File: src/hw/rtl/spq_pkg.sv
package spq_pkg;

    localparam int DEPTH     = 32;
    localparam int KEY_BITS  = 16;
    localparam int DATA_BITS = 16;
    localparam int CNT_W     = $clog2(DEPTH + 1);

    typedef logic [KEY_BITS-1:0]  t_key;
    typedef logic [DATA_BITS-1:0] t_data;
    typedef logic [CNT_W-1:0]     t_count;

    typedef enum logic [1:0] {
        REQ_INSERT = 2'd0,
        REQ_PUSH   = 2'd1,
        REQ_REMOVE = 2'd2,
        REQ_CLEAR  = 2'd3
    } t_req;

    typedef enum logic [1:0] {
        ST_DONE  = 2'd0,
        ST_EMPTY = 2'd1,
        ST_FULL  = 2'd2
    } t_status;

    typedef enum logic [1:0] {
        S_IDLE = 2'b01,
        S_EXEC = 2'b10
    } t_state;

    typedef struct packed {
        logic cmp_en;
        logic force_hit;
        logic ins;
        logic rem;
    } t_cell_ctl;

endpackage

File: src/hw/rtl/spq_cell.sv
module spq_cell (
    input  logic              i_clk,
    input  spq_pkg::t_cell_ctl i_ctl,
    input  logic              i_occ,
    input  spq_pkg::t_key     i_new_key,
    input  spq_pkg::t_data    i_new_pay,
    input  spq_pkg::t_key     i_left_key,
    input  spq_pkg::t_data    i_left_pay,
    input  spq_pkg::t_key     i_right_key,
    input  spq_pkg::t_data    i_right_pay,
    input  logic              i_found,
    output logic              o_found,
    output spq_pkg::t_key     o_key,
    output spq_pkg::t_data    o_pay
);
    import spq_pkg::*;

    t_key  r_key;
    t_data r_pay;
    logic  r_hit;

    always_ff @(posedge i_clk) begin
        if (i_ctl.cmp_en) begin
            r_hit <= i_ctl.force_hit || !i_occ || (r_key >= i_new_key);
        end
        if (i_ctl.ins) begin
            if (i_found) begin
                r_key <= i_left_key;
                r_pay <= i_left_pay;
            end else if (r_hit) begin
                r_key <= i_new_key;
                r_pay <= i_new_pay;
            end
        end else if (i_ctl.rem) begin
            r_key <= i_right_key;
            r_pay <= i_right_pay;
        end
    end

    assign o_found = i_found | r_hit;
    assign o_key   = r_key;
    assign o_pay   = r_pay;

endmodule

File: src/hw/rtl/sorted_priority_queue_with_stack_core.sv
// Sorted priority queue with a push-front path, built as a row of entry cells.
// Input channel: i_in_valid / o_in_ready carry one request beat (i_req_type,
// i_priority_key, i_payload). Output channel: o_out_valid / i_out_ready carry
// one result beat per request (o_status, o_removed_valid, o_removed_key,
// o_removed_payload, o_entry_count).
// On the accept edge of a request every cell registers its own
// key compare against the request key; in the next cycle the compare bits
// ripple through the row as a found chain and every cell loads its left
// neighbor, the new entry, its right neighbor or holds. The result is in the
// output register in the cycle after the accept edge. No new request is taken
// until that update is done.
// A new request is taken while a result waits only when the receiver takes
// that result on the same edge; if the receiver stalls, the next request
// waits in the input channel and the queue holds.
// Reset empties the queue at once (entry count zero) and no request is taken
// while it is held; entry contents are not cleared and are never read before
// being written.
module sorted_priority_queue_with_stack_core (
    input  logic             i_clk,
    input  logic             i_rst_n,
    input  logic             i_in_valid,
    output logic             o_in_ready,
    input  logic [1:0]       i_req_type,
    input  spq_pkg::t_key    i_priority_key,
    input  spq_pkg::t_data   i_payload,
    output logic             o_out_valid,
    input  logic             i_out_ready,
    output logic [1:0]       o_status,
    output logic             o_removed_valid,
    output spq_pkg::t_key    o_removed_key,
    output spq_pkg::t_data   o_removed_payload,
    output spq_pkg::t_count  o_entry_count
);
    import spq_pkg::*;

    t_state    r_state;
    t_req      r_req;
    t_key      r_key;
    t_data     r_pay;
    t_count    r_count;
    t_count    n_count;
    logic      r_out_valid;
    t_status   r_status;
    t_status   n_status;
    logic      r_rvalid;
    logic      n_rvalid;
    t_key      r_rkey;
    t_data     r_rpay;
    logic      in_acc;
    logic      full;
    logic      empty;
    t_cell_ctl ctl;
    t_key      cell_new_key;
    t_data     cell_new_pay;

    t_key  cell_key [DEPTH];
    t_data cell_pay [DEPTH];
    logic  found    [DEPTH+1];

    assign o_in_ready = i_rst_n && (r_state == S_IDLE) && (!r_out_valid || i_out_ready);
    assign in_acc     = i_in_valid && o_in_ready;
    assign full       = (r_count == t_count'(DEPTH));
    assign empty      = (r_count == '0);

    always_comb begin
        ctl.cmp_en    = in_acc;
        ctl.force_hit = (t_req'(i_req_type) == REQ_PUSH);
        ctl.ins       = 1'b0;
        ctl.rem       = 1'b0;
        n_count       = r_count;
        n_status      = ST_DONE;
        n_rvalid      = 1'b0;
        if (r_state == S_EXEC) begin
            case (r_req)
                REQ_INSERT, REQ_PUSH: begin
                    if (full) begin
                        n_status = ST_FULL;
                    end else begin
                        ctl.ins = 1'b1;
                        n_count = r_count + t_count'(1);
                    end
                end
                REQ_REMOVE: begin
                    if (empty) begin
                        n_status = ST_EMPTY;
                    end else begin
                        ctl.rem  = 1'b1;
                        n_rvalid = 1'b1;
                        n_count  = r_count - t_count'(1);
                    end
                end
                REQ_CLEAR: begin
                    n_count = '0;
                end
                default: begin
                    n_count = r_count;
                end
            endcase
        end
    end

    assign cell_new_key = (r_state == S_IDLE) ? i_priority_key : r_key;
    assign cell_new_pay = r_pay;
    assign found[0]     = 1'b0;

    for (genvar g = 0; g < DEPTH; g++) begin : g_cell
        spq_cell u_cell (
            .i_clk       (i_clk),
            .i_ctl       (ctl),
            .i_occ       (t_count'(g) < r_count),
            .i_new_key   (cell_new_key),
            .i_new_pay   (cell_new_pay),
            .i_left_key  ((g == 0) ? cell_new_key : cell_key[(g == 0) ? 0 : g-1]),
            .i_left_pay  ((g == 0) ? cell_new_pay : cell_pay[(g == 0) ? 0 : g-1]),
            .i_right_key (cell_key[(g == DEPTH-1) ? g : g+1]),
            .i_right_pay (cell_pay[(g == DEPTH-1) ? g : g+1]),
            .i_found     (found[g]),
            .o_found     (found[g+1]),
            .o_key       (cell_key[g]),
            .o_pay       (cell_pay[g])
        );
    end

    always_ff @(posedge i_clk) begin
        if (!i_rst_n) begin
            r_state     <= S_IDLE;
            r_count     <= '0;
            r_out_valid <= 1'b0;
        end else begin
            case (r_state)
                S_IDLE: begin
                    if (in_acc) begin
                        r_state <= S_EXEC;
                    end
                    if (i_out_ready) begin
                        r_out_valid <= 1'b0;
                    end
                end
                S_EXEC: begin
                    r_state     <= S_IDLE;
                    r_count     <= n_count;
                    r_out_valid <= 1'b1;
                end
                default: begin
                    r_state <= S_IDLE;
                end
            endcase
        end
    end

    always_ff @(posedge i_clk) begin
        if (in_acc) begin
            r_req <= t_req'(i_req_type);
            r_key <= i_priority_key;
            r_pay <= i_payload;
        end
        if (r_state == S_EXEC) begin
            r_status <= n_status;
            r_rvalid <= n_rvalid;
            r_rkey   <= n_rvalid ? cell_key[0] : '0;
            r_rpay   <= n_rvalid ? cell_pay[0] : '0;
        end
    end

    assign o_out_valid       = r_out_valid;
    assign o_status          = r_status;
    assign o_removed_valid   = r_rvalid;
    assign o_removed_key     = r_rkey;
    assign o_removed_payload = r_rpay;
    assign o_entry_count     = r_count;

    a_count_bound: assert property (@(posedge i_clk) disable iff (!i_rst_n)
        r_count <= t_count'(DEPTH))
        else $error("entry count beyond depth");

    a_exec_slot_free: assert property (@(posedge i_clk) disable iff (!i_rst_n)
        (r_state == S_EXEC) |-> !r_out_valid)
        else $error("result register busy during update");

    a_accept_exec: assert property (@(posedge i_clk) disable iff (!i_rst_n)
        in_acc |=> (r_state == S_EXEC))
        else $error("accepted beat not executed");

    a_removed_done: assert property (@(posedge i_clk) disable iff (!i_rst_n)
        (r_out_valid && r_rvalid) |-> (r_status == ST_DONE))
        else $error("removed entry with failing status");

endmodule

File: config.mk
export PLATFORM = sky130hd
export DESIGN_NAME = sorted_priority_queue_with_stack_core
export DESIGN_NICKNAME = d
export VERILOG_FILES = /design/src/hw/rtl/spq_pkg.sv /design/src/hw/rtl/spq_cell.sv /design/src/hw/rtl/sorted_priority_queue_with_stack_core.sv
export SDC_FILE = /design/constraint.sdc
export NUM_CORES = 2
export LEC_CHECK = 0
export BUFFER_PORTS_ARGS = -buffer_cell sky130_fd_sc_hd__buf_4
export CAP_MARGIN = 10
export CORE_MARGIN = 10
export CORE_UTILIZATION = 55
export DETAILED_ROUTE_END_ITERATION = 12
export GPL_TIMING_DRIVEN = 1
export PLACE_DENSITY = 0.71
export SLEW_MARGIN = 10
export SYNTH_ARGS = -nofsm -noshare
export SYNTH_HDL_FRONTEND = slang
export SYNTH_SLANG_ARGS = --single-unit
File: constraint.sdc
create_clock -name i_clk -period 14.9 [get_ports i_clk]
set_input_delay 2.235 -clock i_clk [delete_from_list [all_inputs] [get_ports i_clk]]
set_output_delay 2.235 -clock i_clk [all_outputs]
set_load 0.02 [all_outputs]
==> flow_summary.yaml <==
sta:
  max_freq_mhz: 167
  setup_viol: 0
  hold_viol: 0
  layout_setup_ws_ns: 8.92
  clock_skew_ns: 0.0824
  rsz0062_at_grt: "no"
  relSlewSlack: 0.170
  setup_tns_ns: 0
  fin_crit_ns: 5.98
  finalMaxSlewViolations: 0
  max_slew.worst_pin.slew_ns: 1.24
  post-route-period-util: 0.402
flow_run:
  drv_cap: 0
power_and_ir_drop:
  finalPower_mw: 6.99
  power_frac_comb: 0.077
  p_int_mw: 5.26
  power_density_nw_per_um2: 96.9
  switchingPower_mw: 1.73
  power.leakage_nw: 27.5
  clkPwrFrac: 0.418
  swShare: 0.248
  ir_drop_mv: 0.106
  p_seq_frac: 0.505
synthesis:
  synth_top_family_by_area: "compound AO/OA/AOI/OAI gates"
  yosysMostFrequentCell: "nand2_1"
  netlist_area_sq_um: 66600
  synth_area_leaders: "edfxtp_1, ha_1, nand2_1"
  synth_flop_cell: "edfxtp_1"
  syn_inst: 6478
  postSynth.asyncResetShare: 0
  yosys_register_bits: 1134
  yosysWarnings: 0
  synthTopCellsByCount: "nand2_1, edfxtp_1, o21ai_0"
  muxShareOfSynthArea: 0.0631
  syn-num-nets: 7031
  synth_cell_type_count: 65
  yosys.area_share.simple: 0.140
  synth_area_per_cell_sq_um: 10.3
  synth_compound_area_frac: 0.154
  yosys.area.top_type: "edfxtp_1"
  synth-xor-area-share: 0
  synth_edf_count: 1125
  synthAdderAreaFrac: 0.0968
  ys_seq_area_frac: 0.510
  yosysTopAreaCellShare: 0.507
placed_design:
  place.port_buffers: 80
  detailed_place_hpwl_mm: 137
  gp_congestion: 0.937
  pre_cts_slack_ns: 9.09
die:
  initial_core_util: 0.554
  die_h_um: 368
  die_w_um: 368
  dieArea_sq_um: 135000
  num_rows: 127
  ios: 81
  core-area_sq_um: 120000
run_status:
  status: "completed"
clock_tree:
  cts_resized: 0
  clkSinkCount: 1134
  clock_path_buffers: 3
  numCtsBuffers: 121
  clk_pin_slew_ns: 0.06
  clkLatencyLatePin_ns: 0.76
  cts_tree: "built"
  holdBufCountCts: 0
  h-tree-depth: 3
  root_buffer: "clkbuf_16"
  cts_setup_buffers: 0
worst_setup_path:
  critPathLaunch: "o_entry_count[1]$_SDFFE_PN0P_"
  crit_cells: 9
  ff2ff_setup_slack_ns: 8.92
  crit_path_max_incr_delay_ns: 1.00
  path_cells: "inv_1 -> ha_1 -> or3b_1 -> o211ai_4 -> buf_4 -> buf_4 -> buf_4 -> o21ai_4 -> buf_4"
  setup.worst_path.start_class: "flip-flop"
  cp.arrival_ns: 6.40
  critPathCapture: "g_cell[22].u_cell.o_key[5]$_DFFE_PP_"
  worst-endpoint-required_ns: 15.31
  cp_slowest_cell: "buf_4"
  cp-end-kind: "flip-flop"
  reg2reg_depth: 9
  worstSetupPathType: "flip-flop to flip-flop"
  timing.critical_path.buf_inv: 5
  r2r_start: "o_entry_count[1]$_SDFFE_PN0P_"
  worstReg2RegEnd: "g_cell[22].u_cell.o_key[5]$_DFFE_PP_"
  critPathTopFamily: "buffers and inverters"
  crit_path_max_fanout: 127
  crit_top_cell: "buf_4"
global_routing:
  grt_usage: 0.297
  grt_max_degree: 232
  grt_antenna_before_repair: 4
  grt_pass1_wl_mm: 315
  grt_overflow: 0
  grt_pass1_vias: 51195
final_layout:
  utilization: 0.600
  drive_gt1_frac: 0.0833
  diodes: 0
  final_nets: 6869
  area_growth_pct: 8.32
  fillers: 10090
drt:
  post_drt_wl_per_cell_um: 26.0
  via_per_inst: 6.56
  drtIter0Drc: 6740
  drtPass1Iterations: 8
  ant_nets: 0
  drc_errors: 0
  vias: 52604
  wl_mm: 209
worst_hold_path:
  hold_path_class: "flip-flop to flip-flop"
==> registers in the layout (all words and copies together), names as in the netlist, 6 cells and up <==
name,flops
g_cell.u_cell.r_hit,32
cell_new_pay,16
o_removed_payload,16
o_entry_count,6
g_cell.u_cell.o_key,512
r_key,16
g_cell.u_cell.o_pay,512
o_removed_key,16
==> cells by family after synthesis <==
kind of cell	after synthesis
multiplexers	416
AO/OA/AOI/OAI	1735
AND/OR/NAND/NOR	2116
buffers and inverters	562
adder cells (fa/ha/maj)	515
flip-flops	1134
==> worst min-delay path by stage <==
stage	start	endpoint	slack (ns)	cells past startpoint
2_1_floorplan	r_state[0]$_SDFFE_PN1P_	o_out_valid$_SDFFE_PN0P_	0.41	1
3_3_place_gp	r_state[0]$_SDFFE_PN1P_	o_out_valid$_SDFFE_PN0P_	0.42	1
3_5_place_dp	r_state[0]$_SDFFE_PN1P_	o_out_valid$_SDFFE_PN0P_	0.44	1
4_1_cts	r_state[0]$_SDFFE_PN1P_	o_out_valid$_SDFFE_PN0P_	0.47	1
5_1_grt	r_state[0]$_SDFFE_PN1P_	o_out_valid$_SDFFE_PN0P_	0.49	1
6_report	r_state[0]$_SDFFE_PN1P_	o_out_valid$_SDFFE_PN0P_	0.46	1
==> through the flow <==
stage	std cells	hold slack, ns	cell area (sq um)
CTS	8023	0.467	72100
global placement	7802	0.424	68400
finish	8025	0.463	72100
detailed placement	7803	0.442	68400
global route	8025	0.491	72100
floorplan	6478	0.411	66600
==> cell type report <==
| cell class | instances | area (sq um) | share of cell area |
|---|---|---|---|
| Sequential cell | 1134 | 34000 | 0.471 |
| Multi-Input combinational cell | 4782 | 30600 | 0.424 |
| Clock buffer | 157 | 3240 | 0.0449 |
| Tap cell | 1612 | 2020 | 0.0280 |
| Timing Repair Buffer | 202 | 1600 | 0.0222 |
| Clock inverter | 63 | 437 | 0.00605 |
| Inverter | 75 | 284 | 0.00394 |
==> layer usage <==
layer	routed length, um	track usage
met1	83500	0.400
met2	94000	0.462
met3	20600	0.0580
met4	10800	0.140
met5	13	0
==> power groups by stage <==
stage / Sequential, mW / Combinational [mW] / Clock (mW)
final: 3.53 / 0.540 / 2.92
after CTS: 3.53 / 0.530 / 2.92
after floorplan: 3.59 / 0.336 / 0
after global placement: 3.59 / 0.505 / 0
after global routing: 3.53 / 0.597 / 3.04
after detailed placement: 3.59 / 0.527 / 0
==> layout by cell type (no fill, tap or decap), types with 9 or more instances in the layout <==
| cell type | Yosys | routed |
|---|---|---|
| inv_2 | 0 | 17 |
| clkbuf_1 | 283 | 31 |
| dfxtp_1 | 9 | 9 |
| o21ai_0 | 770 | 749 |
| nand3_2 | 28 | 31 |
| a21o_1 | 116 | 116 |
| nand3_1 | 260 | 255 |
| nand2b_1 | 53 | 52 |
| nor2b_1 | 36 | 34 |
| mux2_2 | 31 | 31 |
| and2_1 | 32 | 32 |
| nor3_1 | 26 | 25 |
| inv_1 | 59 | 57 |
| o21ai_1 | 122 | 122 |
| o211ai_2 | 32 | 31 |
| clkbuf_16 | 0 | 123 |
| a2111oi_0 | 20 | 20 |
| edfxtp_1 | 1125 | 1125 |
| o221ai_1 | 10 | 10 |
| a31oi_1 | 70 | 69 |
| o211ai_1 | 245 | 245 |
| ha_1 | 515 | 515 |
| nor2_1 | 266 | 264 |
| nand2_1 | 1252 | 1250 |
| clkinv_1 | 16 | 37 |
| clkinv_2 | 0 | 18 |
| nand4_1 | 62 | 62 |
| buf_4 | 15 | 196 |
| a211oi_1 | 20 | 20 |
| nor4_1 | 30 | 29 |
| or4_1 | 32 | 30 |
| a21oi_1 | 289 | 289 |
| o21ai_4 | 0 | 17 |
| mux2i_1 | 385 | 384 |
(Power assumes the default switching activity.)
